<file path="src/design/packed_iq_sample_unpacker_assert.svh">
// ----------------------------------------------------------------------------
// Assertion macros for the packed IQ sample unpacker
// Clocked assertion wrappers. Define NO_ASSERTIONS to compile them out.
// ----------------------------------------------------------------------------
`ifndef PACKED_IQ_SAMPLE_UNPACKER_ASSERT_SVH
`define PACKED_IQ_SAMPLE_UNPACKER_ASSERT_SVH

`ifndef NO_ASSERTIONS
// checked on every rising edge, ignored while reset is high
`define PIQU_ASSERT(label, clk, rst, prop) \
  label: assert property (@(posedge clk) disable iff (rst) prop) \
    else $error("piqu assertion failed");
// checked on every rising edge, reset included
`define PIQU_ASSERT_ALWAYS(label, clk, prop) \
  label: assert property (@(posedge clk) prop) \
    else $error("piqu assertion failed");
`else
`define PIQU_ASSERT(label, clk, rst, prop)
`define PIQU_ASSERT_ALWAYS(label, clk, prop)
`endif

`endif

</file>
<file path="src/design/piqu_pkg.sv">
// ----------------------------------------------------------------------------
// piqu_pkg
// Shared depth codes, level constants and the pair job type.
// ----------------------------------------------------------------------------
`default_nettype none

package piqu_pkg;

  // sample depth register codes
  localparam logic [1:0] DEPTH_2  = 2'd0;
  localparam logic [1:0] DEPTH_4  = 2'd1;
  localparam logic [1:0] DEPTH_8  = 2'd2;
  localparam logic [1:0] DEPTH_16 = 2'd3;

  // outer 4-bit level 3.335875 as a ratio
  localparam longint LEVEL_HI_NUM = 3335875;
  localparam longint LEVEL_HI_DEN = 1000000;

  // one complete byte pair, ready for unpacking
  typedef struct packed {
    logic [7:0] odd_byte;
    logic [7:0] even_byte;
    logic [1:0] depth;
  } job_t;

endpackage

`default_nettype wire

</file>
<file path="src/design/piqu_pair.sv">
// ----------------------------------------------------------------------------
// piqu_pair
// Input register: pairs even/odd bytes and holds one pair job.
// ----------------------------------------------------------------------------
`default_nettype none

module piqu_pair (
  input  wire logic          clk,
  input  wire logic          rst,
  input  wire logic          byte_valid,
  output logic               byte_stall,
  input  wire logic [7:0]    byte_value,
  input  wire logic          end_of_block,
  input  wire logic          sample_depth_we,
  input  wire logic [1:0]    sample_depth,
  output logic               job_valid,
  output piqu_pkg::job_t     job,
  input  wire logic          job_take
);

  logic       pair_phase;
  logic [7:0] held_even_byte;
  logic [1:0] depth_setting;
  logic       accept;

  assign byte_stall = job_valid && !job_take;
  assign accept     = byte_valid && !byte_stall;

  always_ff @(posedge clk) begin
    if (rst) begin
      pair_phase     <= 1'b0;
      held_even_byte <= 8'd0;
      depth_setting  <= piqu_pkg::DEPTH_4;
      job_valid      <= 1'b0;
    end else begin
      if (sample_depth_we) begin
        depth_setting <= sample_depth;
      end
      if (job_take) begin
        job_valid <= 1'b0;
      end
      if (accept) begin
        if (!pair_phase) begin
          // lone even byte at end of block is dropped
          if (!end_of_block) begin
            held_even_byte <= byte_value;
            pair_phase     <= 1'b1;
          end
        end else begin
          pair_phase <= 1'b0;
          job_valid  <= 1'b1;
        end
      end
    end
  end

  always_ff @(posedge clk) begin
    if (accept && pair_phase) begin
      job.odd_byte  <= byte_value;
      job.even_byte <= held_even_byte;
      job.depth     <= depth_setting;
    end
  end

endmodule

`default_nettype wire

</file>
<file path="src/design/piqu_slicer.sv">
// ----------------------------------------------------------------------------
// piqu_slicer
// Walks one pair job a sample per cycle, unless the output stalls, into the output register.
// ----------------------------------------------------------------------------
`default_nettype none

`include "packed_iq_sample_unpacker_assert.svh"

module piqu_slicer #(
  parameter int FRACTION_BITS = 8
) (
  input  wire logic               clk,
  input  wire logic               rst,
  input  wire logic               job_valid,
  input  wire piqu_pkg::job_t     job,
  output logic                    job_take,
  output logic                    sample_valid,
  input  wire logic               sample_stall,
  output logic signed [15:0]      sample_real,
  output logic signed [15:0]      sample_imag,
  output logic                    last_of_run
);

  // wide enough for a signed byte scaled up, and for the 16-bit limits
  localparam int PW = (8 + FRACTION_BITS > 16) ? 8 + FRACTION_BITS : 17;
  localparam logic signed [15:0] UNIT = 16'(longint'(1) << FRACTION_BITS);
  localparam logic signed [15:0] LEVEL_HI = 16'(
    (piqu_pkg::LEVEL_HI_NUM * (longint'(1) << FRACTION_BITS) +
     piqu_pkg::LEVEL_HI_DEN / 2) / piqu_pkg::LEVEL_HI_DEN);
  localparam logic signed [PW-1:0] SAT_MAX = PW'(32767);
  localparam logic signed [PW-1:0] SAT_MIN = PW'(-32768);

  function automatic logic signed [15:0] level4(input logic [1:0] c);
    logic signed [15:0] r;
    case (c)
      2'd0:    r = -LEVEL_HI;
      2'd1:    r = -UNIT;
      2'd2:    r = UNIT;
      default: r = LEVEL_HI;
    endcase
    return r;
  endfunction

  // (2n - 15) * 2^(FRACTION_BITS-1)
  function automatic logic signed [15:0] nibble_level(input logic [3:0] n);
    logic signed [5:0] t;
    t = $signed({1'b0, n, 1'b0}) - 6'sd15;
    return 16'(t) <<< (FRACTION_BITS - 1);
  endfunction

  function automatic logic signed [15:0] sat16(input logic signed [PW-1:0] v);
    logic signed [15:0] r;
    if (v > SAT_MAX) begin
      r = 16'sh7fff;
    end else if (v < SAT_MIN) begin
      r = -16'sh8000;
    end else begin
      r = 16'(v);
    end
    return r;
  endfunction

  function automatic logic [2:0] last_index(input logic [1:0] depth);
    logic [2:0] r;
    case (depth)
      piqu_pkg::DEPTH_2: r = 3'd7;
      piqu_pkg::DEPTH_4: r = 3'd3;
      piqu_pkg::DEPTH_8: r = 3'd1;
      default:           r = 3'd0;
    endcase
    return r;
  endfunction

  piqu_pkg::job_t     cur;
  logic               busy;
  logic [2:0]         idx;
  logic [2:0]         last_idx;
  logic               adv;
  logic               is_last;
  logic signed [15:0] re;
  logic signed [15:0] im;

  assign adv      = busy && (!sample_valid || !sample_stall);
  assign is_last  = (idx == last_idx);
  assign job_take = job_valid && (!busy || (adv && is_last));

  always_comb begin
    logic [7:0] sel;
    logic [1:0] bits2;
    logic [3:0] nib;
    sel   = cur.odd_byte;
    bits2 = 2'd0;
    nib   = 4'd0;
    re    = 16'sd0;
    im    = 16'sd0;
    case (cur.depth)
      piqu_pkg::DEPTH_2: begin
        sel   = idx[2] ? cur.even_byte : cur.odd_byte;
        bits2 = 2'(sel >> {idx[1:0], 1'b0});
        re    = bits2[1] ? UNIT : -UNIT;
        im    = bits2[0] ? UNIT : -UNIT;
      end
      piqu_pkg::DEPTH_4: begin
        sel = idx[1] ? cur.even_byte : cur.odd_byte;
        nib = idx[0] ? sel[7:4] : sel[3:0];
        re  = level4(nib[3:2]);
        im  = level4(nib[1:0]);
      end
      piqu_pkg::DEPTH_8: begin
        sel = idx[0] ? cur.even_byte : cur.odd_byte;
        re  = nibble_level(sel[7:4]);
        im  = nibble_level(sel[3:0]);
      end
      default: begin
        re = sat16(PW'($signed(cur.odd_byte)) <<< FRACTION_BITS);
        im = sat16(PW'($signed(cur.even_byte)) <<< FRACTION_BITS);
      end
    endcase
  end

  always_ff @(posedge clk) begin
    if (rst) begin
      busy         <= 1'b0;
      sample_valid <= 1'b0;
    end else begin
      if (job_take) begin
        busy <= 1'b1;
      end else if (adv && is_last) begin
        busy <= 1'b0;
      end
      if (adv) begin
        sample_valid <= 1'b1;
      end else if (!sample_stall) begin
        sample_valid <= 1'b0;
      end
    end
  end

  always_ff @(posedge clk) begin
    if (job_take) begin
      cur      <= job;
      idx      <= 3'd0;
      last_idx <= last_index(job.depth);
    end else if (adv) begin
      idx <= idx + 3'd1;
    end
    if (adv) begin
      sample_real <= re;
      sample_imag <= im;
      last_of_run <= is_last;
    end
  end

  `PIQU_ASSERT(a_idx_range, clk, rst, busy |-> (idx <= last_idx))
  `PIQU_ASSERT(a_idx_hold, clk, rst, (busy && !adv) |=> $stable(idx))
  `PIQU_ASSERT(a_drain, clk, rst, (adv && is_last && !job_valid) |=> !busy)
  `PIQU_ASSERT(a_more_follow, clk, rst, (sample_valid && !last_of_run) |-> busy)
  `PIQU_ASSERT_ALWAYS(a_reset_clear, clk, $past(rst) |-> (!sample_valid && !busy))

endmodule

`default_nettype wire

</file>
<file path="src/design/packed_iq_sample_unpacker.sv">
// Path: odd byte beat -> pair job register -> slicer job register -> output register.
// Throughput: one sample beat per cycle unless sample_stall holds it; a pair yields 8/4/2/1
//   samples at 2/4/8/16-bit depth, a pace set by the single sample slicer.
// Bytes are accepted every cycle while the pair job register is free or being drained.
// Reset (rst, synchronous): pair phase to even, no pending job or beat, sample_depth to 4-bit.
// ----------------------------------------------------------------------------
// packed_iq_sample_unpacker
// Unpacks raw byte pairs into complex samples in signed fixed point.
// ----------------------------------------------------------------------------
`default_nettype none

module packed_iq_sample_unpacker #(
  parameter int FRACTION_BITS = 8   // fraction bits of the sample format, 4..12
) (
  input  wire logic         clk,
  input  wire logic         rst,
  // byte input channel
  input  wire logic         byte_valid,
  output logic              byte_stall,
  input  wire logic [7:0]   byte_value,
  input  wire logic         end_of_block,
  // sample depth register: 0 = 2-bit, 1 = 4-bit, 2 = 8-bit, 3 = 16-bit
  input  wire logic         sample_depth_we,
  input  wire logic [1:0]   sample_depth,
  // sample output channel
  output logic              sample_valid,
  input  wire logic         sample_stall,
  output logic signed [15:0] sample_real,
  output logic signed [15:0] sample_imag,
  output logic              last_of_run
);

  // Two stages:
  //   piqu_pair   - holds the even byte; when the odd byte arrives the whole pair,
  //                 with the depth in force, is latched as one job. A lone even
  //                 byte flagged end_of_block is dropped.
  //   piqu_slicer - steps an index over the job (odd byte first, low bits first)
  //                 and writes one sample per beat into the output register. The
  //                 next job is taken in the same cycle the last sample moves out,
  //                 so jobs run back to back, but a stalled output stalls the bytes.

  piqu_pkg::job_t job;
  logic           job_valid;
  logic           job_take;

  piqu_pair u_pair (
    .clk             (clk),
    .rst             (rst),
    .byte_valid      (byte_valid),
    .byte_stall      (byte_stall),
    .byte_value      (byte_value),
    .end_of_block    (end_of_block),
    .sample_depth_we (sample_depth_we),
    .sample_depth    (sample_depth),
    .job_valid       (job_valid),
    .job             (job),
    .job_take        (job_take)
  );

  piqu_slicer #(
    .FRACTION_BITS (FRACTION_BITS)
  ) u_slicer (
    .clk          (clk),
    .rst          (rst),
    .job_valid    (job_valid),
    .job          (job),
    .job_take     (job_take),
    .sample_valid (sample_valid),
    .sample_stall (sample_stall),
    .sample_real  (sample_real),
    .sample_imag  (sample_imag),
    .last_of_run  (last_of_run)
  );

endmodule

`default_nettype wire
</file>
<file path="config.mk">
export PLATFORM = sky130hd
export DESIGN_NAME = packed_iq_sample_unpacker
export DESIGN_NICKNAME = d
export VERILOG_FILES = /design/src/design/piqu_pkg.sv /design/src/design/piqu_pair.sv /design/src/design/piqu_slicer.sv /design/src/design/packed_iq_sample_unpacker.sv
export VERILOG_INCLUDE_DIRS = /design/src /design/src/design
export SDC_FILE = /design/constraint.sdc
export NUM_CORES = 1
export LEC_CHECK = 0
export BUFFER_PORTS_ARGS = -buffer_cell sky130_fd_sc_hd__buf_4
export CORE_UTILIZATION = 30
export CTS_BUF_LIST = sky130_fd_sc_hd__clkbuf_16
export DETAILED_ROUTE_END_ITERATION = 7
export GPL_TIMING_DRIVEN = 0
export PLACE_DENSITY_LB_ADDON = 0.15
export SYNTH_ARGS = -nofsm -noshare
export SYNTH_HDL_FRONTEND = slang
export SYNTH_HIERARCHICAL = 1
export SYNTH_SLANG_ARGS = --single-unit
</file>
<file path="constraint.sdc">
create_clock -name clk -period 4.4 [get_ports clk]
set_input_delay 0.88 -clock clk [delete_from_list [all_inputs] [get_ports clk]]
set_output_delay 0.88 -clock clk [all_outputs]
set_load 0.01 [all_outputs]
</file>
==> flow_metrics.tcl <==
set metrics [dict create \
    core_um2 11560 \
    r2r-end "u_pair/job[15]" \
    track_usage_pct 11.09 \
    grt_pass1_vias 2070 \
    clkLatencyLatePin_ps 330 \
    hpwl_um 4581 \
    drv_cap 0 \
    worstPathRequired_ps 3520 \
    avgViaCountPerCell 4.459 \
    netlist_area_um2 3606 \
    worstReg2RegStart "u_slicer/idx[1]" \
    post_cts_buffers 0 \
    n_antenna_cell 0 \
    slew_headroom_pct 53.15 \
    yosysUniqueCellTypes 48 \
    cts_buffers 9 \
    cts.path.max_buffers 2 \
    synthFlopType "edfxtp_1" \
    finalSetupTns_ps 0 \
    grt_max_degree 26 \
    hold_path_class "reg2reg" \
    crit_arrival_ps 2620 \
    synthToLayoutAreaGrowth_pct 24.74 \
    synthCells 257 \
    avgRoutedWirePerCell_um 13.67 \
    grt_overflow 0 \
    path_clk_slew_ps 60 \
    ys_async_sr_fraction_pct 0 \
    r2r_slack_ps 1640 \
    die_w_um 111.6 \
    finalMaxSlewViolations 0 \
    post_cts_resized 0 \
    peakVddDrop_mv 0.2088 \
    ant_nets 0 \
    violations "DRC" \
    die_h_um 111.6 \
    wirelength_um 6370 \
    rows 39 \
    worstSetupPathType "in2out" \
    worst_pin_slew_ps 695.5 \
    first_pass_iters 7 \
    ioPinCount 51 \
    ys_ff_latch 81 \
    synth_edf_count 64 \
    yosysWarnings 6 \
    min_from "u_pair/job[14]" \
    end_kind "primary output" \
    cp-start-kind "primary input" \
    post-route-min-period_ps 3495 \
    hold_ws_ps 419.0 \
    rsz0062_at_grt "no" \
    layout.nets 343 \
    synth_seq_area_share_pct 62.73 \
    drc_errors 17 \
    htree_num_levels 3 \
    routabilityCongestion 0.7572 \
    clock-sinks 81 \
    hold_depth 0 \
    path_max_fanout 25 \
    final_hold_viol_count 0 \
    drt_iter0_markers 85 \
    ff2ff_path_depth 6 \
    final_util_pct 38.89 \
    antenna_found_initial 0 \
    grt_pass1_wl_um 10760 \
    hold_path_end "u_slicer/cur[14]" \
    setup-violations-final 0 \
    syn_avg_cell_area_um2 14.03 \
    status "finished with violations" \
    power.density_nw_per_um2 477.5 \
    start_util_pct 31.18 \
    dieArea_um2 12460 \
    num_vias 2078 \
    cts_root_buffer "clkbuf_16" \
    cts_tree "done" \
    drive_above_1_share_pct 30.96 \
    power.leakage_nw 1.739 \
    clock.fmax_mhz 286.1 \
    holdBufCountCts 0 \
    io_buffers 48 \
    finalCritPeriodShare_pct 79.44 \
    fin_skew_ps 4.247 \
]
[routing by layer]
metal  vias up  routed length (µm)  track usage, %
met1       973                3112           14.56
met5         -                   0               0
li1       1050                   -               -
met4         0                  84           4.865
met3         7                 294           2.776
met2        48                2879           17.35
[flip-flops by register name, summed over array words and instances (netlist names)]
signal                 count
u_pair/job                18
u_slicer/cur              18
u_slicer/sample_imag      12
u_slicer/sample_real      12
u_pair/held_even_byte      8
u_slicer/idx               3
u_slicer/last_idx          3
u_pair/depth_setting       2
u_pair/job_valid           1
u_pair/pair_phase          1
u_slicer/busy              1
u_slicer/last_of_run       1
u_slicer/sample_valid      1
[critical path, stage by stage]
cell and delay (ps):
buf_4 120, and2_1 160, o41ai_1 430, and2_2 580, nand2b_4 270, inv_4 40, buf_4 130
[area by class of cell]
| type | count | area, µm² |
|---|---|---|
| plain buffers | 19 | 128.9 |
| clock buffers | 9 | 225.2 |
| clock inverters | 7 | 92.59 |
| fillers | 1127 | 7067 |
| inverters | 10 | 40.04 |
| multi-input cells | 148 | 1190 |
| flip-flops and latches | 81 | 2262 |
| well taps | 143 | 178.9 |
| repair buffers | 49 | 380.4 |
[stage by stage]
stage	power, mW	setup WS, ps	area (µm²)	cells
5_1_grt	2.262	709.7	4498	466
3_5_place_dp	1.374	865.1	4180	450
4_1_cts	2.180	859.4	4498	466
6_report	2.148	904.6	4498	466
2_1_floorplan	1.255	1367	3610	258
3_3_place_gp	1.367	738.5	4149	449
[report_power, final]
part / total (mW) / switching, mW / internal (mW) / leakage, nW
logic: 0.444 / 0.239 / 0.205 / 0.860
registers: 0.910 / 0.0277 / 0.882 / 0.728
clock network: 0.794 / 0.297 / 0.497 / 0.152
[kinds of logic after synthesis]
family | after synthesis | synth area share [%]
other | 1 | 0.1040
XOR/XNOR | 5 | 1.214
multiplexers | 28 | 9.820
buffers and inverters | 29 | 4.684
AO/OA/AOI/OAI | 27 | 6.038
flip-flops | 81 | 62.73
adder cells (fa/ha/maj) | 9 | 3.123
AND/OR/NAND/NOR | 77 | 12.28
[cells in the mapped netlist, drive strengths merged, types with 2 or more instances]
library cell,number,area [µm²]
ha,9,112.6
nor2,12,45.04
clkbuf,4,15.01
nor3b,2,25.02
nand2,22,85.09
edfxtp,64,1922
o41ai,2,36.29
a22oi,2,15.01
dfxtp,17,340.3
nand4,5,31.28
mux2i,17,170.2
nand2b,20,132.6
and3,2,18.77
a21boi,2,15.02
buf,15,113.9
nor2b,4,25.02
a211o,3,26.28
o221ai,2,17.52
mux4,5,116.4
mux2,6,67.56
xor2,4,35.03
inv,10,40.04
and2,5,32.53
a21oi,9,45.04
[how the worst max path moves through the flow]
stage | start | endpoint | slack, ps | cells after the start
finish | sample_stall | byte_stall | 900 | 7
global route | sample_stall | byte_stall | 710 | 7
CTS | sample_stall | byte_stall | 860 | 7
detailed placement | sample_stall | byte_stall | 870 | 7
global placement | sample_stall | u_slicer/idx[2] | 740 | 5
floorplan | sample_stall | byte_stall | 1370 | 5
[cell usage in the layout, fill, tap and decap left out, types with 4 or more instances in the layout]
cell	instances
xor2_1	4
inv_1	9
edfxtp_1	64
nand2b_1	19
nor2b_1	4
mux2i_1	17
mux4_2	4
buf_4	56
dfxtp_1	17
a21oi_1	9
nand2_1	21
clkbuf_1	4
clkbuf_16	9
buf_2	4
mux2_2	6
nor2_1	12
ha_1	9
and2_1	4
nand4_1	5
Note: power is estimated with default switching activity, not from simulation.
